==> src/design/rpa_pkg.sv <==
// Shared types and constants for the relay PID autotune block.
package rpa_pkg;

    // Field widths
    localparam int unsigned YAW_W      = 16;
    localparam int unsigned TICK_W     = 32;
    localparam int unsigned DRIVE_W    = 17;
    localparam int unsigned GAIN_W     = 32;
    localparam int unsigned COUNT_W    = 8;
    localparam int unsigned CFG_IDX_W  = 2;
    localparam int unsigned CFG_DATA_W = 20;
    localparam int unsigned DUR_W      = 20;
    localparam int unsigned POWER_W    = 16;
    localparam int unsigned DEADBAND_W = 15;
    localparam int unsigned PEAK_W     = 15;
    localparam int unsigned AMP_W      = 23;

    // Arithmetic constants
    localparam logic [POWER_W-1:0] FULL_POWER = 16'd32768;
    localparam logic [29:0]        PI_Q28     = 30'd843314857;
    localparam logic [AMP_W-1:0]   AMP_MAX    = 23'h7FFFFF;
    localparam logic [9:0]         KI_SCALE   = 10'd1000;
    localparam logic [11:0]        KD_SCALE   = 12'd4000;

    // Reset values of the configuration registers
    localparam logic [DUR_W-1:0]      RST_MAX_DURATION = 20'd10000;
    localparam logic [POWER_W-1:0]    RST_RELAY_POWER  = 16'd16384;
    localparam logic [DEADBAND_W-1:0] RST_DEADBAND     = 15'd1920;
    localparam logic [COUNT_W-1:0]    RST_TARGET_HALF  = 8'd10;

    // Shared divider geometry
    localparam int unsigned DIV_DVD_W = 72;
    localparam int unsigned DIV_DSR_W = 64;
    localparam int unsigned DIV_CNT_W = 7;
    localparam logic [DIV_CNT_W-1:0] DIV_STEPS = 7'(DIV_DVD_W);

    // Input item codes
    localparam logic MODE_START  = 1'b0;
    localparam logic MODE_SAMPLE = 1'b1;

    // Configuration register indexes
    typedef enum logic [CFG_IDX_W-1:0] {
        CFG_MAX_DURATION = 2'd0,
        CFG_RELAY_POWER  = 2'd1,
        CFG_DEADBAND     = 2'd2,
        CFG_TARGET_HALF  = 2'd3
    } t_cfg_idx;

    typedef struct packed {
        logic                 start;
        logic [DIV_DVD_W-1:0] dividend;
        logic [DIV_DSR_W-1:0] divisor;
    } t_div_req;

    typedef struct packed {
        logic              busy;
        logic              done;
        logic [GAIN_W-1:0] quotient;
    } t_div_rsp;

endpackage

==> src/design/rpa_if.sv <==
// Channel interfaces: sample input, result output and configuration write.
interface rpa_in_if;
    logic                           valid;
    logic                           ready;
    logic                           mode;
    logic signed [rpa_pkg::YAW_W-1:0] yaw;
    logic [rpa_pkg::TICK_W-1:0]     tick_ms;

    modport source (output valid, mode, yaw, tick_ms, input ready);
    modport sink   (input valid, mode, yaw, tick_ms, output ready);
endinterface

interface rpa_out_if;
    logic                               valid;
    logic                               ready;
    logic signed [rpa_pkg::DRIVE_W-1:0] left_drive;
    logic signed [rpa_pkg::DRIVE_W-1:0] right_drive;
    logic                               finished;
    logic                               gains_valid;
    logic [rpa_pkg::GAIN_W-1:0]         tuned_kp;
    logic [rpa_pkg::GAIN_W-1:0]         tuned_ki;
    logic [rpa_pkg::GAIN_W-1:0]         tuned_kd;
    logic [rpa_pkg::COUNT_W-1:0]        half_cycle_count;

    modport source (output valid, left_drive, right_drive, finished, gains_valid,
                    tuned_kp, tuned_ki, tuned_kd, half_cycle_count, input ready);
    modport sink   (input valid, left_drive, right_drive, finished, gains_valid,
                    tuned_kp, tuned_ki, tuned_kd, half_cycle_count, output ready);
endinterface

interface rpa_cfg_if;
    logic                            valid;
    logic                            ready;
    logic [rpa_pkg::CFG_IDX_W-1:0]   index;
    logic [rpa_pkg::CFG_DATA_W-1:0]  data;

    modport source (output valid, index, data, input ready);
    modport sink   (input valid, index, data, output ready);
endinterface

==> src/design/relay_pid_autotune.sv <==
// Top level of the relay PID autotune block.
// Relay autotune over yaw samples in degrees/128. A start item (mode 0) latches
// target heading and start time; each sample (mode 1) that falls in a run and
// does not end it updates the peak error, runs the hysteresis relay and returns
// motor drive. Every item yields exactly one result. The sample that ends a run
// with a usable oscillation makes three passes through the shared restoring
// divider (Kp, Ki, Kd) plus six multiply steps on one shared 32x32 multiplier.
// The input is not ready while an item is in work; a finished result may wait
// in the output register meanwhile.
// Configuration writes are always taken and must be made while idle.
module relay_pid_autotune (
    input  logic      i_clk,
    input  logic      i_rst_n,
    rpa_in_if.sink    i_in,
    rpa_cfg_if.sink   i_cfg,
    rpa_out_if.source o_out
);
    typedef enum logic [3:0] {
        S_IDLE, S_ERR, S_RELAY, S_MUL_PN, S_MUL_DEN, S_DIV_KP, S_MUL_K1, S_MUL_KI,
        S_DIV_KI, S_MUL_K2, S_MUL_KD, S_DIV_KD, S_OUT
    } t_state;

    t_state r_state;

    // Configuration registers
    logic [rpa_pkg::DUR_W-1:0]      r_max_dur;
    logic [rpa_pkg::POWER_W-1:0]    r_power;
    logic [rpa_pkg::DEADBAND_W-1:0] r_deadband;
    logic [rpa_pkg::COUNT_W-1:0]    r_target_half;

    // Run state
    logic [rpa_pkg::YAW_W-1:0]    r_target;
    logic [rpa_pkg::TICK_W-1:0]   r_run_start;
    logic [rpa_pkg::TICK_W-1:0]   r_last_flip;
    logic [rpa_pkg::PEAK_W-1:0]   r_peak;
    logic [rpa_pkg::AMP_W-1:0]    r_amp;
    logic [rpa_pkg::TICK_W-1:0]   r_hpt;
    logic [rpa_pkg::COUNT_W-1:0]  r_half_cycles;
    logic                         r_relay_high;
    logic                         r_first_seen;
    logic                         r_running;

    // Item in work
    logic [rpa_pkg::YAW_W-1:0]    r_yaw;
    logic [rpa_pkg::TICK_W-1:0]   r_tick;
    logic signed [rpa_pkg::YAW_W-1:0] r_err;
    logic [rpa_pkg::PEAK_W-1:0]   r_abs_err;

    // Gain datapath
    logic [63:0]                  r_prod;
    logic [24:0]                  r_num;
    logic [19:0]                  r_k;
    logic [rpa_pkg::GAIN_W-1:0]   r_kp;
    logic                         r_div_go;

    // Pending result
    logic signed [rpa_pkg::DRIVE_W-1:0] r_res_left;
    logic signed [rpa_pkg::DRIVE_W-1:0] r_res_right;
    logic                               r_res_fin;
    logic                               r_res_gv;
    logic [rpa_pkg::GAIN_W-1:0]         r_res_kp;
    logic [rpa_pkg::GAIN_W-1:0]         r_res_ki;
    logic [rpa_pkg::GAIN_W-1:0]         r_res_kd;

    // Output register
    logic                               r_out_valid;
    logic signed [rpa_pkg::DRIVE_W-1:0] r_out_left;
    logic signed [rpa_pkg::DRIVE_W-1:0] r_out_right;
    logic                               r_out_fin;
    logic                               r_out_gv;
    logic [rpa_pkg::GAIN_W-1:0]         r_out_kp;
    logic [rpa_pkg::GAIN_W-1:0]         r_out_ki;
    logic [rpa_pkg::GAIN_W-1:0]         r_out_kd;
    logic [rpa_pkg::COUNT_W-1:0]        r_out_count;

    rpa_pkg::t_div_req div_req;
    rpa_pkg::t_div_rsp div_rsp;

    logic [31:0] mul_a;
    logic [31:0] mul_b;
    logic [63:0] mul_p;
    logic [rpa_pkg::POWER_W-1:0]        power;
    logic signed [rpa_pkg::DRIVE_W-1:0] drive_pos;
    logic signed [rpa_pkg::DRIVE_W-1:0] drive_neg;
    logic [rpa_pkg::TICK_W-1:0]         elapsed;
    logic                               run_over;
    logic                               no_gains;
    logic signed [17:0]                 err_diff;
    logic signed [17:0]                 err_wrap;
    logic signed [17:0]                 err_mod;
    logic signed [rpa_pkg::YAW_W-1:0]   err_val;
    logic [rpa_pkg::PEAK_W-1:0]         peak_new;
    logic signed [16:0]                 err_ext;
    logic signed [16:0]                 db_ext;
    logic                               flip_low;
    logic                               flip_high;
    logic [rpa_pkg::AMP_W:0]            amp_sum;
    logic                               out_free;
    logic [25:0]                        five_amp;

    assign i_cfg.ready = 1'b1;
    assign i_in.ready  = (r_state == S_IDLE);
    assign out_free    = !r_out_valid || o_out.ready;

    // Relay power clipped to full scale
    always_comb begin
        power     = (r_power > rpa_pkg::FULL_POWER) ? rpa_pkg::FULL_POWER : r_power;
        drive_pos = $signed({1'b0, power});
        drive_neg = -drive_pos;
    end

    // End-of-run check
    always_comb begin
        elapsed  = r_tick - r_run_start;
        run_over = (elapsed >= rpa_pkg::TICK_W'(r_max_dur)) ||
                   (r_half_cycles >= r_target_half);
        no_gains = (r_half_cycles == '0) || (r_amp == '0) || (r_hpt == '0);
    end

    // Heading error wrapped into half a turn either way
    always_comb begin
        err_diff = $signed({{2{r_target[15]}}, r_target}) - $signed({{2{r_yaw[15]}}, r_yaw});
        err_wrap = err_diff + 18'sd23040;
        if (err_wrap < 18'sd0) begin
            err_mod = err_wrap + 18'sd46080;
        end else if (err_wrap >= 18'sd46080) begin
            err_mod = err_wrap - 18'sd46080;
        end else begin
            err_mod = err_wrap;
        end
        err_val = rpa_pkg::YAW_W'(err_mod - 18'sd23040);
    end

    // Relay hysteresis and peak tracking
    always_comb begin
        peak_new  = (r_abs_err > r_peak) ? r_abs_err : r_peak;
        err_ext   = {r_err[15], r_err};
        db_ext    = $signed({2'b00, r_deadband});
        flip_low  = r_relay_high && (err_ext < -db_ext);
        flip_high = !r_relay_high && (err_ext > db_ext);
        amp_sum   = {1'b0, r_amp} + (rpa_pkg::AMP_W+1)'(peak_new);
    end

    // Shared multiplier operand selection
    always_comb begin
        five_amp = {1'b0, r_amp, 2'b00} + {3'b000, r_amp};
        mul_a = '0;
        mul_b = '0;
        unique case (r_state)
            S_MUL_PN: begin
                mul_a = 32'(power);
                mul_b = 32'(r_half_cycles);
            end
            S_MUL_DEN: begin
                mul_a = 32'(five_amp);
                mul_b = 32'(rpa_pkg::PI_Q28);
            end
            S_MUL_K1: begin
                mul_a = 32'(rpa_pkg::KI_SCALE);
                mul_b = 32'(r_half_cycles);
            end
            S_MUL_K2: begin
                mul_a = 32'(rpa_pkg::KD_SCALE);
                mul_b = 32'(r_half_cycles);
            end
            S_MUL_KI: begin
                mul_a = r_kp;
                mul_b = 32'(r_k);
            end
            S_MUL_KD: begin
                mul_a = r_kp;
                mul_b = r_hpt;
            end
            default: begin
                mul_a = '0;
                mul_b = '0;
            end
        endcase
        mul_p = mul_a * mul_b;
    end

    // Divider request
    always_comb begin
        div_req.start    = 1'b0;
        div_req.dividend = {8'd0, r_prod};
        div_req.divisor  = '0;
        unique case (r_state)
            S_DIV_KP: begin
                div_req.start    = !r_div_go;
                div_req.dividend = {1'b0, r_num, 46'd0};
                div_req.divisor  = r_prod;
            end
            S_DIV_KI: begin
                div_req.start   = !r_div_go;
                div_req.divisor = 64'(r_hpt);
            end
            S_DIV_KD: begin
                div_req.start   = !r_div_go;
                div_req.divisor = 64'(r_k);
            end
            default: begin
                div_req.start = 1'b0;
            end
        endcase
    end

    rpa_divider u_div (
        .i_clk  (i_clk),
        .i_rst_n(i_rst_n),
        .i_req  (div_req),
        .o_rsp  (div_rsp)
    );

    // Configuration writes
    always_ff @(posedge i_clk) begin
        if (!i_rst_n) begin
            r_max_dur     <= rpa_pkg::RST_MAX_DURATION;
            r_power       <= rpa_pkg::RST_RELAY_POWER;
            r_deadband    <= rpa_pkg::RST_DEADBAND;
            r_target_half <= rpa_pkg::RST_TARGET_HALF;
        end else if (i_cfg.valid) begin
            unique case (rpa_pkg::t_cfg_idx'(i_cfg.index))
                rpa_pkg::CFG_MAX_DURATION: r_max_dur     <= i_cfg.data;
                rpa_pkg::CFG_RELAY_POWER:  r_power       <= i_cfg.data[rpa_pkg::POWER_W-1:0];
                rpa_pkg::CFG_DEADBAND:     r_deadband    <= i_cfg.data[rpa_pkg::DEADBAND_W-1:0];
                rpa_pkg::CFG_TARGET_HALF:  r_target_half <= i_cfg.data[rpa_pkg::COUNT_W-1:0];
                default:                   r_max_dur     <= r_max_dur;
            endcase
        end
    end

    // Sequencer
    always_ff @(posedge i_clk) begin
        if (!i_rst_n) begin
            r_state       <= S_IDLE;
            r_target      <= '0;
            r_run_start   <= '0;
            r_last_flip   <= '0;
            r_peak        <= '0;
            r_amp         <= '0;
            r_hpt         <= '0;
            r_half_cycles <= '0;
            r_relay_high  <= 1'b1;
            r_first_seen  <= 1'b0;
            r_running     <= 1'b0;
            r_div_go      <= 1'b0;
            r_out_valid   <= 1'b0;
        end else begin
            // S_OUT reloads the slot itself when it hands over a result
            if (r_out_valid && o_out.ready && r_state != S_OUT) begin
                r_out_valid <= 1'b0;
            end
            unique case (r_state)
                S_IDLE: begin
                    r_res_left  <= '0;
                    r_res_right <= '0;
                    r_res_fin   <= 1'b0;
                    r_res_gv    <= 1'b0;
                    r_res_kp    <= '0;
                    r_res_ki    <= '0;
                    r_res_kd    <= '0;
                    if (i_in.valid) begin
                        r_yaw  <= i_in.yaw;
                        r_tick <= i_in.tick_ms;
                        if (i_in.mode == rpa_pkg::MODE_START) begin
                            r_target      <= i_in.yaw;
                            r_run_start   <= i_in.tick_ms;
                            r_last_flip   <= i_in.tick_ms;
                            r_peak        <= '0;
                            r_amp         <= '0;
                            r_hpt         <= '0;
                            r_half_cycles <= '0;
                            r_relay_high  <= 1'b1;
                            r_first_seen  <= 1'b0;
                            r_running     <= 1'b1;
                            r_state       <= S_OUT;
                        end else if (!r_running) begin
                            r_state <= S_OUT;
                        end else begin
                            r_state <= S_ERR;
                        end
                    end
                end
                S_ERR: begin
                    if (run_over) begin
                        r_running <= 1'b0;
                        r_res_fin <= 1'b1;
                        r_state   <= no_gains ? S_OUT : S_MUL_PN;
                    end else begin
                        r_err     <= err_val;
                        r_abs_err <= rpa_pkg::PEAK_W'(err_val[15] ? -err_val : err_val);
                        r_state   <= S_RELAY;
                    end
                end
                S_RELAY: begin
                    if (flip_low || flip_high) begin
                        r_relay_high <= flip_high;
                        if (r_first_seen) begin
                            r_hpt <= r_hpt + (r_tick - r_last_flip);
                            r_amp <= amp_sum[rpa_pkg::AMP_W] ? rpa_pkg::AMP_MAX
                                                             : amp_sum[rpa_pkg::AMP_W-1:0];
                            if (r_half_cycles != '1) begin
                                r_half_cycles <= r_half_cycles + 1'b1;
                            end
                        end
                        r_first_seen <= 1'b1;
                        r_last_flip  <= r_tick;
                        r_peak       <= '0;
                    end else begin
                        r_peak <= peak_new;
                    end
                    // relay high drives left back and right forward
                    if (flip_high || (r_relay_high && !flip_low)) begin
                        r_res_left  <= drive_neg;
                        r_res_right <= drive_pos;
                    end else begin
                        r_res_left  <= drive_pos;
                        r_res_right <= drive_neg;
                    end
                    r_state <= S_OUT;
                end
                S_MUL_PN: begin
                    r_prod  <= mul_p;
                    r_state <= S_MUL_DEN;
                end
                S_MUL_DEN: begin
                    r_num   <= {1'b0, r_prod[22:0], 1'b0} + {2'b00, r_prod[22:0]};
                    r_prod  <= mul_p;
                    r_state <= S_DIV_KP;
                end
                S_DIV_KP: begin
                    r_div_go <= 1'b1;
                    if (div_rsp.done) begin
                        r_div_go <= 1'b0;
                        r_kp     <= div_rsp.quotient;
                        r_res_kp <= div_rsp.quotient;
                        r_state  <= S_MUL_K1;
                    end
                end
                S_MUL_K1: begin
                    r_k     <= mul_p[19:0];
                    r_state <= S_MUL_KI;
                end
                S_MUL_KI: begin
                    r_prod  <= mul_p;
                    r_state <= S_DIV_KI;
                end
                S_DIV_KI: begin
                    r_div_go <= 1'b1;
                    if (div_rsp.done) begin
                        r_div_go <= 1'b0;
                        r_res_ki <= div_rsp.quotient;
                        r_state  <= S_MUL_K2;
                    end
                end
                S_MUL_K2: begin
                    r_k     <= mul_p[19:0];
                    r_state <= S_MUL_KD;
                end
                S_MUL_KD: begin
                    r_prod  <= mul_p;
                    r_state <= S_DIV_KD;
                end
                S_DIV_KD: begin
                    r_div_go <= 1'b1;
                    if (div_rsp.done) begin
                        r_div_go <= 1'b0;
                        r_res_kd <= div_rsp.quotient;
                        r_res_gv <= 1'b1;
                        r_state  <= S_OUT;
                    end
                end
                S_OUT: begin
                    // hand the result over once the output slot frees up
                    if (out_free) begin
                        r_out_valid <= 1'b1;
                        r_out_left  <= r_res_left;
                        r_out_right <= r_res_right;
                        r_out_fin   <= r_res_fin;
                        r_out_gv    <= r_res_gv;
                        r_out_kp    <= r_res_kp;
                        r_out_ki    <= r_res_ki;
                        r_out_kd    <= r_res_kd;
                        r_out_count <= r_half_cycles;
                        r_state     <= S_IDLE;
                    end
                end
                default: r_state <= S_IDLE;
            endcase
        end
    end

    assign o_out.valid            = r_out_valid;
    assign o_out.left_drive       = r_out_left;
    assign o_out.right_drive      = r_out_right;
    assign o_out.finished         = r_out_fin;
    assign o_out.gains_valid      = r_out_gv;
    assign o_out.tuned_kp         = r_out_kp;
    assign o_out.tuned_ki         = r_out_ki;
    assign o_out.tuned_kd         = r_out_kd;
    assign o_out.half_cycle_count = r_out_count;

endmodule

==> src/design/rpa_divider.sv <==
// Restoring radix-2 divider with a 32-bit saturating quotient.
module rpa_divider (
    input  logic              i_clk,
    input  logic              i_rst_n,
    input  rpa_pkg::t_div_req i_req,
    output rpa_pkg::t_div_rsp o_rsp
);
    logic                          r_busy;
    logic                          r_done;
    logic [rpa_pkg::DIV_CNT_W-1:0] r_cnt;
    logic [rpa_pkg::DIV_DVD_W-1:0] r_dvd;
    logic [rpa_pkg::DIV_DSR_W-1:0] r_dsr;
    logic [rpa_pkg::DIV_DSR_W-1:0] r_rem;
    logic [rpa_pkg::GAIN_W-1:0]    r_q;
    logic                          r_sat;

    logic [rpa_pkg::DIV_DSR_W:0]   rem_sh;
    logic                          fits;

    // One quotient bit per cycle while busy
    always_comb begin
        rem_sh = {r_rem, r_dvd[rpa_pkg::DIV_DVD_W-1]};
        fits   = (rem_sh >= {1'b0, r_dsr});
    end

    always_ff @(posedge i_clk) begin
        if (!i_rst_n) begin
            r_busy <= 1'b0;
            r_done <= 1'b0;
            r_cnt  <= '0;
        end else begin
            r_done <= 1'b0;
            if (i_req.start && !r_busy) begin
                r_busy <= 1'b1;
                r_cnt  <= rpa_pkg::DIV_STEPS;
                r_dvd  <= i_req.dividend;
                r_dsr  <= i_req.divisor;
                r_rem  <= '0;
                r_q    <= '0;
                r_sat  <= 1'b0;
            end else if (r_busy) begin
                r_dvd <= {r_dvd[rpa_pkg::DIV_DVD_W-2:0], 1'b0};
                if (fits) begin
                    r_rem <= rpa_pkg::DIV_DSR_W'(rem_sh - {1'b0, r_dsr});
                end else begin
                    r_rem <= rem_sh[rpa_pkg::DIV_DSR_W-1:0];
                end
                // a bit pushed past bit 31 means the quotient saturates
                r_sat <= r_sat | r_q[rpa_pkg::GAIN_W-1];
                r_q   <= {r_q[rpa_pkg::GAIN_W-2:0], fits};
                r_cnt <= r_cnt - 1'b1;
                if (r_cnt == rpa_pkg::DIV_CNT_W'(1)) begin
                    r_busy <= 1'b0;
                    r_done <= 1'b1;
                end
            end
        end
    end

    assign o_rsp.busy     = r_busy;
    assign o_rsp.done     = r_done;
    assign o_rsp.quotient = r_sat ? '1 : r_q;

endmodule

==> src/flat_wrapper.sv <==
// flat-port wrapper written by rule: the top's interface ports become plain ports
module relay_pid_autotune_flat 
  (i_clk, i_rst_n, i_in_valid, i_in_mode, i_in_yaw, i_in_tick_ms, i_in_ready, i_cfg_valid, i_cfg_index, i_cfg_data, i_cfg_ready, o_out_valid, o_out_left_drive, o_out_right_drive, o_out_finished, o_out_gains_valid, o_out_tuned_kp, o_out_tuned_ki, o_out_tuned_kd, o_out_half_cycle_count, o_out_ready);
  rpa_in_if i_in_i ();
  rpa_cfg_if i_cfg_i ();
  rpa_out_if o_out_i ();
  input  logic i_clk;
  input  logic i_rst_n;
  input wire logic [$bits(i_in_i.valid)-1:0] i_in_valid;
  input wire logic [$bits(i_in_i.mode)-1:0] i_in_mode;
  input wire logic [$bits(i_in_i.yaw)-1:0] i_in_yaw;
  input wire logic [$bits(i_in_i.tick_ms)-1:0] i_in_tick_ms;
  output wire logic [$bits(i_in_i.ready)-1:0] i_in_ready;
  input wire logic [$bits(i_cfg_i.valid)-1:0] i_cfg_valid;
  input wire logic [$bits(i_cfg_i.index)-1:0] i_cfg_index;
  input wire logic [$bits(i_cfg_i.data)-1:0] i_cfg_data;
  output wire logic [$bits(i_cfg_i.ready)-1:0] i_cfg_ready;
  output wire logic [$bits(o_out_i.valid)-1:0] o_out_valid;
  output wire logic [$bits(o_out_i.left_drive)-1:0] o_out_left_drive;
  output wire logic [$bits(o_out_i.right_drive)-1:0] o_out_right_drive;
  output wire logic [$bits(o_out_i.finished)-1:0] o_out_finished;
  output wire logic [$bits(o_out_i.gains_valid)-1:0] o_out_gains_valid;
  output wire logic [$bits(o_out_i.tuned_kp)-1:0] o_out_tuned_kp;
  output wire logic [$bits(o_out_i.tuned_ki)-1:0] o_out_tuned_ki;
  output wire logic [$bits(o_out_i.tuned_kd)-1:0] o_out_tuned_kd;
  output wire logic [$bits(o_out_i.half_cycle_count)-1:0] o_out_half_cycle_count;
  input wire logic [$bits(o_out_i.ready)-1:0] o_out_ready;
  assign i_in_i.valid = i_in_valid;
  assign i_in_i.mode = i_in_mode;
  assign i_in_i.yaw = i_in_yaw;
  assign i_in_i.tick_ms = i_in_tick_ms;
  assign i_in_ready = i_in_i.ready;
  assign i_cfg_i.valid = i_cfg_valid;
  assign i_cfg_i.index = i_cfg_index;
  assign i_cfg_i.data = i_cfg_data;
  assign i_cfg_ready = i_cfg_i.ready;
  assign o_out_valid = o_out_i.valid;
  assign o_out_left_drive = o_out_i.left_drive;
  assign o_out_right_drive = o_out_i.right_drive;
  assign o_out_finished = o_out_i.finished;
  assign o_out_gains_valid = o_out_i.gains_valid;
  assign o_out_tuned_kp = o_out_i.tuned_kp;
  assign o_out_tuned_ki = o_out_i.tuned_ki;
  assign o_out_tuned_kd = o_out_i.tuned_kd;
  assign o_out_half_cycle_count = o_out_i.half_cycle_count;
  assign o_out_i.ready = o_out_ready;
  relay_pid_autotune u_core (.i_clk(i_clk), .i_rst_n(i_rst_n), .i_in(i_in_i), .i_cfg(i_cfg_i), .o_out(o_out_i));
endmodule
==> config.mk <==
export PLATFORM = sky130hd
export DESIGN_NAME = relay_pid_autotune_flat
export DESIGN_NICKNAME = d
export VERILOG_FILES = /design/src/design/rpa_pkg.sv /design/src/design/rpa_if.sv /design/src/design/relay_pid_autotune.sv /design/src/design/rpa_divider.sv /design/src/flat_wrapper.sv
export SDC_FILE = /design/constraint.sdc
export NUM_CORES = 2
export LEC_CHECK = 0
export BUFFER_PORTS_ARGS = -buffer_cell sky130_fd_sc_hd__buf_2
export CAP_MARGIN = 20
export CELL_PAD_IN_SITES_DETAIL_PLACEMENT = 1
export CELL_PAD_IN_SITES_GLOBAL_PLACEMENT = 1
export CORE_AREA = 2 2 391 393
export DETAILED_ROUTE_END_ITERATION = 7
export DIE_AREA = 0 0 393 395
export PLACE_DENSITY_LB_ADDON = 0.25
export SETUP_SLACK_MARGIN = 0.3
export SYNTH_ARGS = -nofsm -noshare
export SYNTH_HDL_FRONTEND = slang
export SYNTH_SLANG_ARGS = --single-unit
==> constraint.sdc <==
create_clock -name i_clk -period 37.1 [get_ports i_clk]
set_input_delay 3.71 -clock i_clk [delete_from_list [all_inputs] [get_ports i_clk]]
set_output_delay 3.71 -clock i_clk [all_outputs]
set_load 0.01 [all_outputs]
# Yosys cells after proc, flatten, opt, wreduce, memory -nomap -nowiden
# Index checks and enable logic that the tools add are counted.
# totals
register_bits	960
word_cells	253
# op_classes
addsub	17
mul	1
order_cmp	9
eq_ne	28
n_mux	84
bitwise	5
n_reduce_logical	60
# ops
operator	count
32-bit 2-to-1 mux	10
32-bit one-hot mux with 2 select lines	5
64-bit one-hot mux with 3 select lines	1
32-bit one-hot mux with 5 select lines	1
72-bit 2-to-1 mux	2
64-bit 2-to-1 mux	2
32-bit one-hot mux with 4 select lines	1
23-bit 2-to-1 mux	5
15-bit 2-to-1 mux	5
71-bit 2-to-1 mux	1
17-bit one-hot mux with 2 select lines	2
65-bit by 64-bit greater-or-equal comparator with 1-bit output	1
32-bit by 32-bit multiplier with 64-bit output	1
32-bit subtractor	2
64-bit subtractor	1
4-bit one-hot mux with 13 select lines	1
16-bit 2-to-1 mux	3
23-bit one-hot mux with 2 select lines	1
8-bit 2-to-1 mux	5
4-bit 2-to-1 mux	9
17-bit 2-to-1 mux	2
32-bit adder	1
32-bit by 20-bit greater-or-equal comparator with 1-bit output	1
32-bit zero test	1
53 further kinds	140

# Logic depth before layout (Yosys ltp)
# depth
ltp_word	8
ltp_mapped	47
depth_no_buf	46

# By module
# A second synthesis with hierarchy kept.
# hier_totals
cells_unflattened	8836
hier_area_um2	83770.3
# by_module_without_submodules
module	instances	cells_each	area_per_inst_um2	seq_area_each_um2
relay_pid_autotune	1	7457	69918.3	19208.4
rpa_divider	1	1379	13852.0	7176.9

# Least setup slack after synthesis
# OpenSTA, ideal clock, no wires.
# synth_path
path_kind	input port to flip-flop
from	in i_rst_n
to	reg u_core.r_out_fin (netlist: u_core.o_out.finished) (enable)
setup_time_ns	0.977
t_arrival_ns	17.199
required_time_ns	36.123
slack_ns	18.924
cell_stages	3
path_cell_list	clkinv_1 > clkbuf_1 > nor4_1
# synth_between
elab_chain_len	1
# synth_lines
element	line_no	rtl
start: declaration	flat_wrapper.sv:8	input logic i_rst_n;
3-bit AND reduction (no line)	--	
end signal: assignment	relay_pid_autotune.sv:379	r_out_fin <= r_res_fin;
end: declaration	relay_pid_autotune.sv:69	logic r_out_fin;
# Every way passes these cells.
# A chain may end at the register's enable or synchronous reset.

# Worst setup path after layout
# layout_path
from	reg u_core.r_amp[1] in the netlist's numbering
to	reg u_core.r_prod[63], data pin
# layout_between
elab_chain_len	3
# layout_lines
element	line_no	rtl
start: declaration	relay_pid_autotune.sv:36	logic [rpa_pkg::AMP_W-1:0] r_amp;
start signal: assignment	relay_pid_autotune.sv:300	r_amp <= amp_sum[rpa_pkg::AMP_W] ? rpa_pkg::AMP_MAX
25-bit by 23-bit adder with 26-bit output	relay_pid_autotune.sv:146	five_amp = {1'b0, r_amp, 2'b00} + {3'b000, r_amp};
32-bit one-hot mux with 5 select lines	relay_pid_autotune.sv:149	unique case (r_state)
32-bit by 32-bit multiplier with 64-bit output	relay_pid_autotune.sv:179	mul_p = mul_a * mul_b;
named net u_core.mul_p[63]	relay_pid_autotune.sv:81	logic [63:0] mul_p;
end signal: assignment	relay_pid_autotune.sv:323	r_prod <= mul_p;
end signal: assignment	relay_pid_autotune.sv:328	r_prod <= mul_p;
end signal: assignment	relay_pid_autotune.sv:345	r_prod <= mul_p;
end: declaration	relay_pid_autotune.sv:50	logic [63:0] r_prod;
# The timed path passes the listed nets, and every way through them passes these cells.

==> flow_summary.yaml <==
sta:
  setup_slack_ps: 24130
  post-route-min-period_ps: 12970
  finalSetupViolCount: 0
  finalHoldViolCount: 0
  tns_ps: 0
  grt_setup_unrepaired: "no"
  fin_crit_sh_pct: 34.9
  max_freq_mhz: 77.1
  worstMarginPinSlew_ps: 1450
  slew_headroom_pct: 3.02
  drv_slew: 0
  final.setup_skew_ps: 92.8
clock_tree:
  clk_pin_slew_ps: 70
  cts_tree: "done"
  clock-root-buffer: "clkbuf_16"
  h-tree-depth: 3
  cts_sinks: 957
  clk_latency_ps: 750
  cts_buffer_depth: 3
  cts-resized-gates: 0
  hold_buffers: 0
  post_cts_buffers: 0
  cts_buffers: 103
synthesis:
  ys_seq_area_share_pct: 31.9
  syn_avg_cell_area_um2: 9.42
  yosys_warnings: 0
  ys_ff_latch: 957
  syn-cell-area_um2: 82700
  synth_edf_count: 722
  synth_async_sr_flop_share_pct: 0
  syn-num-nets: 10400
  synth_top_flop_cell: "edfxtp_1"
  yosysUniqueCellTypes: 95
  syn_inst: 8776
power_and_ir_drop:
  pwr-share-comb_pct: 40.1
  intPower_mw: 2.64
  seq_power_share_pct: 34.7
  finalPower_mw: 4.43
  clockPowerShare_pct: 25.1
  swShare_pct: 40.4
  leakage_nw: 40.0
  power_density_nw_per_um2: 49.2
  ir_worst_vdd_mv: 0.0517
  p_sw_mw: 1.79
place:
  place_ws_ps: 24480
  place.gp.congestion: 0.981
  dp_hpwl_mm: 237
  port_buffers: 217
final_layout:
  final_cell_mix: "inv_1 (1,368), nand2_1 (1,286), fa_1 (933)"
  final_nets: 10400
  regArea_um2: 26400
  drive_gt1_share_pct: 7.40
  multi_input_comb_area_um2: 50000
  nFillCells: 16900
  area_delta_synth_final_pct: 8.82
  layout_commonest_cell: "inv_1"
routing:
  drt-vias-per-instance: 6.23
  final_antenna_net_count: 0
  first_pass_iters: 6
  drt_wl_total_mm: 318
  wl_per_cell_um: 29.0
  drc: 0
  drt_iter0_markers: 6683
  num_vias: 68300
setup_path:
  crit_arrival_ps: 13430
  required_ps: 37560
  worst_path_most_repeated_cell: "fa_1"
  end_kind: "register"
  crit_type: "reg2reg"
  max_stage_delay_ps: 1020
  worstSetupStartpointType: "register"
  path_max_fanout: 16
  slowest_stage: "a22o_1"
floorplan:
  start_util_pct: 54.7
  rows: 143
  die_h_um: 395
  die_w_um: 393
  num_io_pins: 219
  die-area_um2: 155000
  core-area_um2: 151000
grt:
  grt_remaining_overflow: 0
  antenna_found_initial: 16
  first_global_vias: 73500
  grt_first_pass_wirelength_mm: 473
  grt_max_degree: 170
  globalRouteTotalUtil_pct: 41.2
worst_hold_path:
  hold_path.class: "reg2reg"
run:
  cap_viol_max_count: 0
run_status:
  outcome: "complete, no violations"
flip-flops by register name, indices dropped and copies added, names as in the netlist, 64 cells and up:
signal,flops
u_core.r_prod,64
u_core.u_div.r_dsr,64
u_core.u_div.r_dvd,72
u_core.u_div.r_rem,64
power groups by stage:
| stage | logic, mW | registers [mW] | clock network (mW) |
|---|---|---|---|
| 2_1_floorplan | 1.15 | 1.53 | 0 |
| 3_3_place_gp | 1.62 | 1.53 | 0 |
| 3_5_place_dp | 1.70 | 1.55 | 0 |
| 4_1_cts | 1.74 | 1.53 | 1.12 |
| 5_1_grt | 1.91 | 1.55 | 1.16 |
| 6_report | 1.78 | 1.54 | 1.11 |
layer usage:
metal | track usage [%] | routed length (um)
met5 | 0 | 69
met4 | 21.9 | 20700
met3 | 9.49 | 33100
met2 | 64.7 | 144000
met1 | 53.1 | 121000
synthesized netlist by cell type (all sizes together) (84+ instances only):
cell / number / area, um^2
a21o: 140 / 1050
a21oi: 516 / 2590
and2: 93 / 582
clkbuf: 375 / 1410
dfxtp: 235 / 4700
edfxtp: 722 / 21700
fa: 933 / 18700
ha: 568 / 7110
inv: 1369 / 5140
nand2: 1287 / 4830
nand3: 177 / 886
nor2: 827 / 3110
o21ai: 229 / 1150
xnor2: 189 / 1660
xor2: 84 / 736
worst max-delay path: cells and delay by family (launching register included):
kind	cells	cell delay [ps]
buffers and inverters	7	660
adder cells (fa/ha/maj)	10	4990
AO/OA/AOI/OAI	20	5780
AND/OR/NAND/NOR	2	370
flip-flops	1	540
XOR/XNOR	2	350
logic make-up after synthesis:
kind of cell               Yosys count  share of synthesized area (%)
and+or+nand+nor                   2850                           14.9
buffers and inverters             1779                           8.10
adders and majority gates         1501                           31.2
AOI/OAI and AO/OA                 1387                           10.7
DFF                                957                           31.9
xor gates and xnor gates           273                           2.89
muxes                               28                          0.371
other                                1                        0.00453
final timing paths:
path | slack, ps | end | depth (start not counted) | startpoint
min reg2reg | 390 | u_core.o_out.left_drive[9] | 0 | u_core.r_res_left[9]
min | 390 | u_core.o_out.left_drive[9] | 0 | u_core.r_res_left[9]
max reg2reg | 24130 | u_core.r_prod[63] | 41 | u_core.r_amp[1]
max | 24130 | u_core.r_prod[63] | 41 | u_core.r_amp[1]
per-stage QoR:
| step | cells | hold WS (ps) | cell area [um^2] | utilization [%] |
|---|---|---|---|---|
| 2_1_floorplan | 8776 | 400 | 82700 | - |
| 3_3_place_gp | 10800 | 402 | 86400 | 57.1 |
| 3_5_place_dp | 10800 | 406 | 86400 | 57.1 |
| 4_1_cts | 11000 | 396 | 90000 | 59.5 |
| 5_1_grt | 11000 | 391 | 90000 | 59.5 |
| 6_report | 11000 | 388 | 90000 | 59.5 |
area by class of cell:
| class | instances | area share (%) |
|---|---|---|
| Antenna cell | 3 | 0.00834 |
| Clock buffer | 133 | 3.06 |
| Clock inverter | 59 | 0.923 |
| Inverter | 1370 | 5.72 |
| Multi-Input combinational cell | 6040 | 55.5 |
| Sequential cell | 957 | 29.3 |
| Tap cell | 2030 | 2.82 |
| Timing Repair Buffer | 379 | 2.61 |
Power figures use the tool's default switching activity.
